`config.mk`:
```
export PLATFORM = sky130hd
export DESIGN_NAME = sensor_response_frame_checker_core
export DESIGN_NICKNAME = d
export VERILOG_FILES = /design/src/srfc_pkg.sv /design/src/srfc_frame.sv /design/src/srfc_out_reg.sv /design/src/sensor_response_frame_checker_core.sv
export SDC_FILE = /design/constraint.sdc
export NUM_CORES = 1
export LEC_CHECK = 0
export BUFFER_PORTS_ARGS = -buffer_cell sky130_fd_sc_hd__buf_4
export CAP_MARGIN = 0
export CELL_PAD_IN_SITES_DETAIL_PLACEMENT = 0
export CELL_PAD_IN_SITES_GLOBAL_PLACEMENT = 1
export CORE_ASPECT_RATIO = 1.4
export CORE_MARGIN = 8
export CORE_UTILIZATION = 50
export DETAILED_ROUTE_END_ITERATION = 8
export GPL_TIMING_DRIVEN = 0
export PLACE_DENSITY_LB_ADDON = 0.25
export SLEW_MARGIN = 0
export SYNTH_ARGS = -nofsm -noshare
export SYNTH_HDL_FRONTEND = slang
export SYNTH_HIERARCHICAL = 1
export SYNTH_SLANG_ARGS = --single-unit
```
`constraint.sdc`:
```
create_clock -name clk -period 5.1 [get_ports clk]
set_input_delay 0.255 -clock clk [delete_from_list [all_inputs] [get_ports clk]]
set_output_delay 0.255 -clock clk [all_outputs]
set_load 0.05 [all_outputs]
```
`src/srfc_pkg.sv`:
```
// srfc_pkg: shared types, constants and the bytewise crc-16 update
// for the sensor response frame checker; no dependencies
`timescale 1ns / 1ps

package srfc_pkg;

	localparam logic [15:0] CRC_INIT     = 16'hFFFF;
	localparam logic [15:0] CRC_POLY     = 16'hA001;
	localparam int          BYTE_W       = 8;
	localparam int          WORD_W       = 16;
	localparam int          POS_W        = 3;
	localparam int          PAYLOAD_LEN  = 6;
	localparam logic [2:0]  POS_FIRST    = 3'd0;
	localparam logic [2:0]  POS_CRC_LOW  = 3'd6;
	localparam logic [2:0]  POS_CRC_HIGH = 3'd7;

	typedef logic [BYTE_W-1:0] byte_t;
	typedef logic [POS_W-1:0]  pos_t;

	// one finished frame
	typedef struct packed {
		logic                crc_ok;
		byte_t               func_code;
		byte_t               register_count;
		logic [WORD_W-1:0]   humidity_tenths;
		logic [WORD_W-1:0]   temperature_tenths;
	} result_t;

	// step control from the input stage into the framing logic
	typedef struct packed {
		logic take;
		logic start;
	} step_t;

	// reflected crc-16, eight shift steps for one byte
	function automatic logic [WORD_W-1:0] crc_byte(input logic [WORD_W-1:0] crc,
		input byte_t data);
		logic [WORD_W-1:0] c;
		c = crc ^ {8'h00, data};
		for (int k = 0; k < BYTE_W; k++) begin
			if (c[0]) begin
				c = (c >> 1) ^ CRC_POLY;
			end else begin
				c = c >> 1;
			end
		end
		return c;
	endfunction

endpackage

```
`src/srfc_frame.sv`:
```
// srfc_frame: byte position, running crc and stored frame bytes
// depends on srfc_pkg
`timescale 1ns / 1ps

module srfc_frame
	import srfc_pkg::*;
(
	input  logic    clk,
	input  logic    arst_n,
	input  step_t   step,
	input  byte_t   data,
	output logic    last,
	output result_t result
);

	pos_t              pos_q;
	logic [WORD_W-1:0] crc_q;
	byte_t             payload_q [PAYLOAD_LEN];
	byte_t             crc_low_q;

	pos_t              pos_eff;
	logic [WORD_W-1:0] crc_eff;
	logic              in_payload;

	// a start flag restarts framing with this byte
	assign pos_eff    = step.start ? POS_FIRST : pos_q;
	assign crc_eff    = step.start ? CRC_INIT : crc_q;
	assign in_payload = pos_eff < POS_CRC_LOW;
	assign last       = pos_eff == POS_CRC_HIGH;

	assign result.crc_ok             = {data, crc_low_q} == crc_eff;
	assign result.func_code          = payload_q[0];
	assign result.register_count     = payload_q[1];
	assign result.humidity_tenths    = {payload_q[2], payload_q[3]};
	assign result.temperature_tenths = {payload_q[4], payload_q[5]};

	always_ff @(posedge clk or negedge arst_n) begin
		if (!arst_n) begin
			pos_q <= POS_FIRST;
			crc_q <= CRC_INIT;
		end else if (step.take) begin
			if (last) begin
				pos_q <= POS_FIRST;
				crc_q <= CRC_INIT;
			end else begin
				pos_q <= pos_eff + 3'd1;
				if (in_payload) begin
					crc_q <= crc_byte(crc_eff, data);
				end else begin
					crc_q <= crc_eff;
				end
			end
		end
	end

	always_ff @(posedge clk) begin
		if (step.take && in_payload) begin
			payload_q[pos_eff] <= data;
		end
		if (step.take && pos_eff == POS_CRC_LOW) begin
			crc_low_q <= data;
		end
	end

	a_last_restarts: assert property (@(posedge clk) disable iff (!arst_n)
		step.take && last |=> pos_q == POS_FIRST && crc_q == CRC_INIT)
		else $error("framing not restarted after last byte");

	a_pos_advances: assert property (@(posedge clk) disable iff (!arst_n)
		step.take && !last |=> pos_q == $past(pos_eff) + 3'd1)
		else $error("byte position did not advance");

	a_idle_holds: assert property (@(posedge clk) disable iff (!arst_n)
		!step.take |=> $stable(pos_q) && $stable(crc_q))
		else $error("frame state changed without a byte");

endmodule

```
`src/srfc_out_reg.sv`:
```
// srfc_out_reg: result register holding one finished frame for the output side
// depends on srfc_pkg
`timescale 1ns / 1ps

module srfc_out_reg
	import srfc_pkg::*;
(
	input  logic    clk,
	input  logic    arst_n,
	input  logic    load_valid,
	output logic    load_ready,
	input  result_t load_data,
	output logic    out_valid,
	input  logic    out_ready,
	output result_t out_data
);

	logic    valid_q;
	result_t data_q;

	assign load_ready = !valid_q || out_ready;
	assign out_valid  = valid_q;
	assign out_data   = data_q;

	always_ff @(posedge clk or negedge arst_n) begin
		if (!arst_n) begin
			valid_q <= 1'b0;
		end else if (load_ready) begin
			valid_q <= load_valid;
		end
	end

	always_ff @(posedge clk) begin
		if (load_valid && load_ready) begin
			data_q <= load_data;
		end
	end

endmodule

```
`src/sensor_response_frame_checker_core.sv`:
```
// sensor_response_frame_checker_core: crc-16 frame check of an 8-byte sensor reply
// depends on srfc_pkg, srfc_frame, srfc_out_reg
//
//   channel | signals                                         | role
//   --------+-------------------------------------------------+-----------------------
//   in      | in_valid, in_ready, rx_byte, frame_start        | one reply byte
//   out     | out_valid, out_ready, crc_ok, func_code,        | one result per frame
//           | register_count, humidity_tenths,                |
//           | temperature_tenths                              |
//
// one byte per cycle sustained unless a waiting result stalls; a transaction passes
// the input register, then the crc/framing logic, and a frame's result enters the
// result register at the edge at which its eighth byte leaves the input register
// reset clears the byte position to zero, the crc to all ones and both valid flags
// a waiting result stalls only an eighth byte and the input behind it; other bytes
// keep flowing
`timescale 1ns / 1ps

module sensor_response_frame_checker_core
	import srfc_pkg::*;
(
	input  logic                clk,
	input  logic                arst_n,
	input  logic                in_valid,
	output logic                in_ready,
	input  byte_t               rx_byte,
	input  logic                frame_start,
	output logic                out_valid,
	input  logic                out_ready,
	output logic                crc_ok,
	output byte_t               func_code,
	output byte_t               register_count,
	output logic [WORD_W-1:0]   humidity_tenths,
	output logic [WORD_W-1:0]   temperature_tenths
);

	// input register
	logic    valid_s1;
	byte_t   rx_byte_s1;
	logic    frame_start_s1;

	logic    last;
	logic    res_ready;
	logic    advance;
	step_t   step;
	result_t frame_res;
	result_t out_res;

	// the byte in the input register moves on unless it ends a frame and the
	// result register is still full
	assign advance  = valid_s1 && (!last || res_ready);
	assign in_ready = !valid_s1 || advance;

	assign step.take  = advance;
	assign step.start = frame_start_s1;

	always_ff @(posedge clk or negedge arst_n) begin
		if (!arst_n) begin
			valid_s1 <= 1'b0;
		end else if (in_ready) begin
			valid_s1 <= in_valid;
		end
	end

	always_ff @(posedge clk) begin
		if (in_valid && in_ready) begin
			rx_byte_s1     <= rx_byte;
			frame_start_s1 <= frame_start;
		end
	end

	// position, crc and stored bytes
	srfc_frame u_frame (
		.clk    (clk),
		.arst_n (arst_n),
		.step   (step),
		.data   (rx_byte_s1),
		.last   (last),
		.result (frame_res)
	);

	// result register; loads only when an eighth byte goes through
	srfc_out_reg u_out (
		.clk        (clk),
		.arst_n     (arst_n),
		.load_valid (valid_s1 && last),
		.load_ready (res_ready),
		.load_data  (frame_res),
		.out_valid  (out_valid),
		.out_ready  (out_ready),
		.out_data   (out_res)
	);

	assign crc_ok             = out_res.crc_ok;
	assign func_code          = out_res.func_code;
	assign register_count     = out_res.register_count;
	assign humidity_tenths    = out_res.humidity_tenths;
	assign temperature_tenths = out_res.temperature_tenths;

	a_stall_only_on_last: assert property (@(posedge clk) disable iff (!arst_n)
		valid_s1 && !advance |-> last && out_valid && !out_ready)
		else $error("input stage stalled without a blocked result");

	a_result_loaded: assert property (@(posedge clk) disable iff (!arst_n)
		advance && last |=> out_valid)
		else $error("finished frame did not reach the result register");

endmodule
```
# Yosys cells after proc, flatten, opt, wreduce, memory -nomap -nowiden

Memories as Yosys holds them, arrays and structs flattened. A register that Yosys moved wholly into a read port is not among the register bits.
Cells that the tools add are included.

Reduce and logical (&&, ||, !) cells: 12
Muxes and demuxes: 36
$lt $le $gt $ge: 1
Eq/ne operators: 3
Bitwise logic cells: 9
Divide/modulo/power cells: 0
Add/sub/neg operators: 1
Shifts and indexed selects: 0
$mul: 0

Operator list:

| cell                  | count |
|---|---|
| $mux W16              | 32 |
| $not A2 Y3            | 8 |
| $eq A16 B16 Y1        | 1 |
| $xor A16 B8 Y16       | 1 |
| $eq A3 B3 Y1 const B  | 2 |
| $logic_and A1 B1 Y1   | 6 |
| $mux W3               | 2 |
| $add A3 B1 Y3 const B | 1 |
| $logic_not A1 Y1      | 3 |
| $logic_or A1 B1 Y1    | 3 |
| $lt A3 B3 Y1 const B  | 1 |
| $mux W1               | 2 |

Output and inout port bits: 51
Bits in read-only memories: 0
Bits in latches: 0
Bits in registers: 39
Logic and storage cells: 71
Input port bits: 13
Memory bits (writable): 48
Memories: 1

Memories:

| name              | words | width | rd ports | clocked after memory_dff | wr ports | RTL line         | text |
|---|---|---|---|---|---|---|---|
| u_frame.payload_q | 6     | 8     | 6        | 6                        | 1        | srfc_frame.sv:18 | `byte_t payload_q [PAYLOAD_LEN];` |

# Longest topological paths before layout

Word-level depth: 41
Depth in mapped cells: 11
Gate-level depth less buffers: 8

# Cells and area by module

The synthesis kept the hierarchy.

By module, submodules not included:

| module                             | cells an instance | times used | seq. area each (um^2) | area each (um^2) |
|---|---|---|---|---|
| srfc_frame                         | 255               | 1          | 2,177.1               | 3,432.0 |
| srfc_out_reg                       | 53                | 1          | 1,496.4               | 1,525.2 |
| sensor_response_frame_checker_core | 16                | 1          | 295.3                 | 349.1 |

# Worst setup path after synthesis

Ideal clock, no wire load.

Kind: flip-flop to flip-flop
Start: register frame_start_s1
End: memory u_frame/payload_q[5][0] (netlist name) (enable)
Library setup time: 0.385 ns
Setup slack: 1.615 ns
Period minus slack after synthesis: 3.485 ns
Arrival: 3.100 ns
Cell stages (with the launch flop): 12
Path through: edfxtp_1 > buf_2 > buf_1 > nand2b_1 > inv_1 > ha_1 > ha_1 > a21boi_0 > clkbuf_1 > clkbuf_1 > nand2_1 > nor3b_1

Cells in the longest elaborated chain, start to end: 8

Ends and longest elaborated chain:

| what                          | RTL line                                 | text |
|---|---|---|
| start: declaration            | sensor_response_frame_checker_core.sv:40 | `logic frame_start_s1;` |
| start signal: assignment      | sensor_response_frame_checker_core.sv:68 | `frame_start_s1 <= frame_start;` |
| $mux W3                       | srfc_frame.sv:26                         | `assign pos_eff = step.start ? POS_FIRST : pos_q;` |
| $eq A3 B3 Y1                  | srfc_frame.sv:29                         | `assign last = pos_eff == POS_CRC_HIGH;` |
| via last                      | sensor_response_frame_checker_core.sv:42 | `logic last;` |
| $logic_not A1 Y1              | sensor_response_frame_checker_core.sv:51 | `assign advance = valid_s1 && (!last \|\| res_ready);` |
| $logic_or A1 B1 Y1            | sensor_response_frame_checker_core.sv:51 |  |
| $logic_and A1 B1 Y1           | sensor_response_frame_checker_core.sv:51 |  |
| via advance                   | sensor_response_frame_checker_core.sv:44 | `logic advance;` |
| $logic_and A1 B1 Y1           | srfc_frame.sv:57                         | `if (step.take && in_payload) begin` |
| $mux W1                       | srfc_frame.sv:57                         |  |
| $mux W1 (implied by the code) | srfc_frame.sv:58                         | `payload_q[pos_eff] <= data;` |
| end: declaration              | srfc_frame.sv:18                         |  |

The timed path passes the listed nets, and every way through them passes these cells.

# Final worst setup path

Start: register frame_start_s1
End: memory u_frame/payload_q[5][2] (netlist name) (enable)

The elaborated chain is that of the path after synthesis.

==> impl_metrics.csv <==
group,metric,value,unit
status,status,"complete, no violations",
global_route,antenna_found_initial,0,
cts,ctsResizeCount,0,
setup_path,cp.buffers_inverters,5,
cts,tritoncts,"built",
yosys,ys_ff_latch,135,
yosys,synth_flop_cell,"edfxtp_1",
timing,worst_clock_skew,6.702,ps
power_and_ir_drop,vdd.ir_drop.worst,0.2660,mV
die,die-area,14210,um2
yosys,synth_area_leader_cell,"edfxtp_1",
timing,finalSetupTns,0,ps
timing,worst_slew_pin_slew,1196,ps
setup_path,endpoint_kind,"flop",
die,die-width,103.1,um
timing,hold_viol_final,0,
yosys,async_reset_ff_share,15.56,%
global_route,grt_use_total,14.61,%
die,initial_core_util,51.27,%
setup_path,cp_slowest_cell,"nor3b_1",
cts,cts_root_buf,"clkbuf_16",
setup_path,reg2reg_depth,11,
place,place_congestion,0.8388,
yosys,yosys_warnings,6,
yosys,synth-edff-count,114,
timing,hold_slack,26.81,ps
cts,h-tree-depth,4,
global_route,first_global_vias,2846,
flow_run,maxCapViolCount,0,
die,design.core.area,10350,um2
setup_path,critPathArrivalTime,4670,ps
setup_path,rr_startpoint,"frame_start_s1",
yosys,ys_seq_area_share,74.79,%
route,vias_per_cell,5.180,
cells_and_area,fin_util,63.23,%
route,firstDrtPassIters,4,
die,io_pins,64,
power_and_ir_drop,p_leak,2.373,nW
timing,rsz0062_at_grt,"false",
setup_path,crit_fanout,10,
cells_and_area,multiInputGateArea,1239,um2
yosys,synth_cell_type_count,44,
cells_and_area,regArea,3969,um2
hold_path,worstHoldEndpoint,"rx_byte_s1[1]",
cts,numCtsBuffers,17,
cells_and_area,syn_to_final_growth,23.32,%
timing,slew_headroom,20.07,%
timing,setup_viol_count_final,0,
power_and_ir_drop,power.density,469.3,nW/um2
cts,clkSlewWorstSetupHoldPaths,60,ps
setup_path,r2r-end,"u_frame/payload_q[5][2]",
cts,cts_buffer_depth,2,
die,die_height,137.9,um
route,drtAntennaViolNets,0,
setup_path,crit_type,"flop to flop",
cells_and_area,antennaDiodeCount,0,
route,vias,2901,
place,dp_hpwl,6.701,mm
setup_path,cp-start-kind,"flop",
place,portBuffers,63,
route,routed_wl,9.693,mm
setup_path,critPathTopFamily,"buffers and inverters",
global_route,grt_pass1_wl,14.96,mm
place,dp.cells,527,
hold_path,worstHoldPathType,"primary input to flop",
setup_path,cpPeakStageDelay,980,ps
setup_path,r2r_slack,450,ps
yosys,yosysMostFrequentCell,"edfxtp_1",
route,avgRoutedWirePerCell,17.31,um
timing,clock.fmax,215.0,MHz
hold_path,hold_depth,1,
cells_and_area,drive_above_1_share,31.75,%
yosys,synth_top_area_share,64.51,%
yosys,synth_common_cells,"edfxtp_1 (114), xnor2_1 (24), nor2_1 (22), o22a_1 (20), dfstp_2 (16)",
yosys,netlist_area,5306,um2
cts,clock_latency,400,ps
yosys,syn_nets,340,
setup_path,cp.required,5120,ps
timing,fin_crit,4652,ps
cells_and_area,fill_cells,799,
yosys,avgSynthCellArea,16.38,um2
die,std_cell_rows,44,
timing,slew_viol_final,0,
hold_path,min-delay-start,"rx_byte[1]",
setup_path,cp_cell_sequence,"buf_2, buf_1, nand2b_1, inv_1, ha_1, ha_1, a21boi_0, clkbuf_1, clkbuf_1, nand2_1, nor3b_1",
cts,clock_sinks,135,
yosys,synth_area_leaders,"edfxtp_1 (65%), dfstp_2 (7.9%), xnor2_1 (4.0%)",
global_route,grt-ovfl-total,0,
global_route,grt_start_max_net_pins,50,
cells_and_area,final_nets,425,
route,drc,0,
cells_and_area,final_cell_count_no_fill,560,
yosys,synth_cells,324,
timing,min_period_over_period,91.22,%
route,drt-initial-drc-count,215,
-- what timing repair did --
action / in CTS / in global routing
setup buffers: 0 / 0
hold endpoints to repair: 21 / 0
hold buffers: 1 / 0
-- report_power, final --
part           total (mW)  switching (mW)  internal, mW
logic               0.512           0.234         0.278
clock network        1.11           0.441         0.673
registers            1.45           0.110          1.34
-- cell usage in the layout (no fill, tap or decap), types with 2 or more instances in the layout --
| master | instances |
|---|---|
| clkbuf_1 | 8 |
| edfxtp_1 | 114 |
| clkbuf_2 | 2 |
| buf_4 | 65 |
| buf_2 | 7 |
| o22ai_1 | 4 |
| nor2_1 | 22 |
| xnor2_1 | 24 |
| clkinvlp_4 | 2 |
| nor2b_1 | 2 |
| nor4bb_1 | 5 |
| a21oi_1 | 15 |
| mux2_2 | 2 |
| xor2_1 | 9 |
| o32a_1 | 5 |
| ha_1 | 3 |
| nand2b_1 | 3 |
| o21ai_0 | 5 |
| nor4_1 | 4 |
| clkinv_4 | 5 |
| nor3_1 | 6 |
| dfstp_2 | 16 |
| xnor3_1 | 2 |
| dfrtp_1 | 5 |
| a31oi_1 | 6 |
| buf_1 | 2 |
| inv_1 | 2 |
| nand2_1 | 12 |
| clkbuf_16 | 17 |
| and2_4 | 2 |
| nand4_1 | 2 |
| o22a_1 | 20 |
| clkinv_2 | 3 |
-- layer usage --
metal	part of all wire (%)	vias up	global-route usage [%]
met5	0	-	0
li1	-	1405	-
met4	1.2	0	5.892
met2	54	71	25.25
met3	5.0	10	5.075
met1	40	1415	15.91
-- area by class of cell --
cell class / count / area share [%]
Timing Repair Buffer: 66 / 7.667
Tap cell: 138 / 2.639
Sequential cell: 135 / 60.65
Inverter: 2 / 0.1147
Buffer: 20 / 1.491
Clock inverter: 14 / 1.950
Multi-Input combinational cell: 167 / 18.93
Clock buffer: 18 / 6.558
-- state kept, by name, indices dropped and copies added, names as in the netlist --
signal and flops:
u_frame/crc_q 16, u_out/out_data 49, frame_start_s1 1, u_frame/crc_low_q 8
u_frame/pos_q 3, u_frame/payload_q 48, rx_byte_s1 8, valid_s1 1
u_out/out_valid 1
-- through the flow --
stage	instance area (um2)	worst slack, ps	power, mW
floorplan	5306	1615	1.848
global placement	5952	472.0	1.953
detailed placement	5977	545.3	1.974
CTS	6544	537.4	3.095
global route	6544	169.0	3.209
finish	6544	448.0	3.071
-- worst max-delay path by stage --
stage / slack, ps / to / cells after the start / start
after floorplan: 1610 / u_frame/payload_q[5][0] / 11 / frame_start_s1
after global placement: 470 / u_frame/payload_q[1][0] / 9 / frame_start_s1
after detailed placement: 550 / u_frame/payload_q[5][7] / 11 / frame_start_s1
after CTS: 540 / u_frame/payload_q[5][0] / 11 / frame_start_s1
after global routing: 170 / u_frame/payload_q[5][1] / 11 / frame_start_s1
final: 450 / u_frame/payload_q[5][2] / 11 / frame_start_s1
-- kinds of logic (layout without fill, tap and decap cells) --
logic type	count (synthesis)	after routing	share of synthesized area, %
buffers and inverters	22	120	1.981
DFF	135	135	74.79
xor gates and xnor gates	37	37	7.050
AOI/OAI and AO/OA	58	58	7.781
adders and majority gates	3	3	0.7075
and+or+nand+nor	67	67	7.263
muxes	2	2	0.4244
Note: power is estimated with default switching activity, not from simulation.
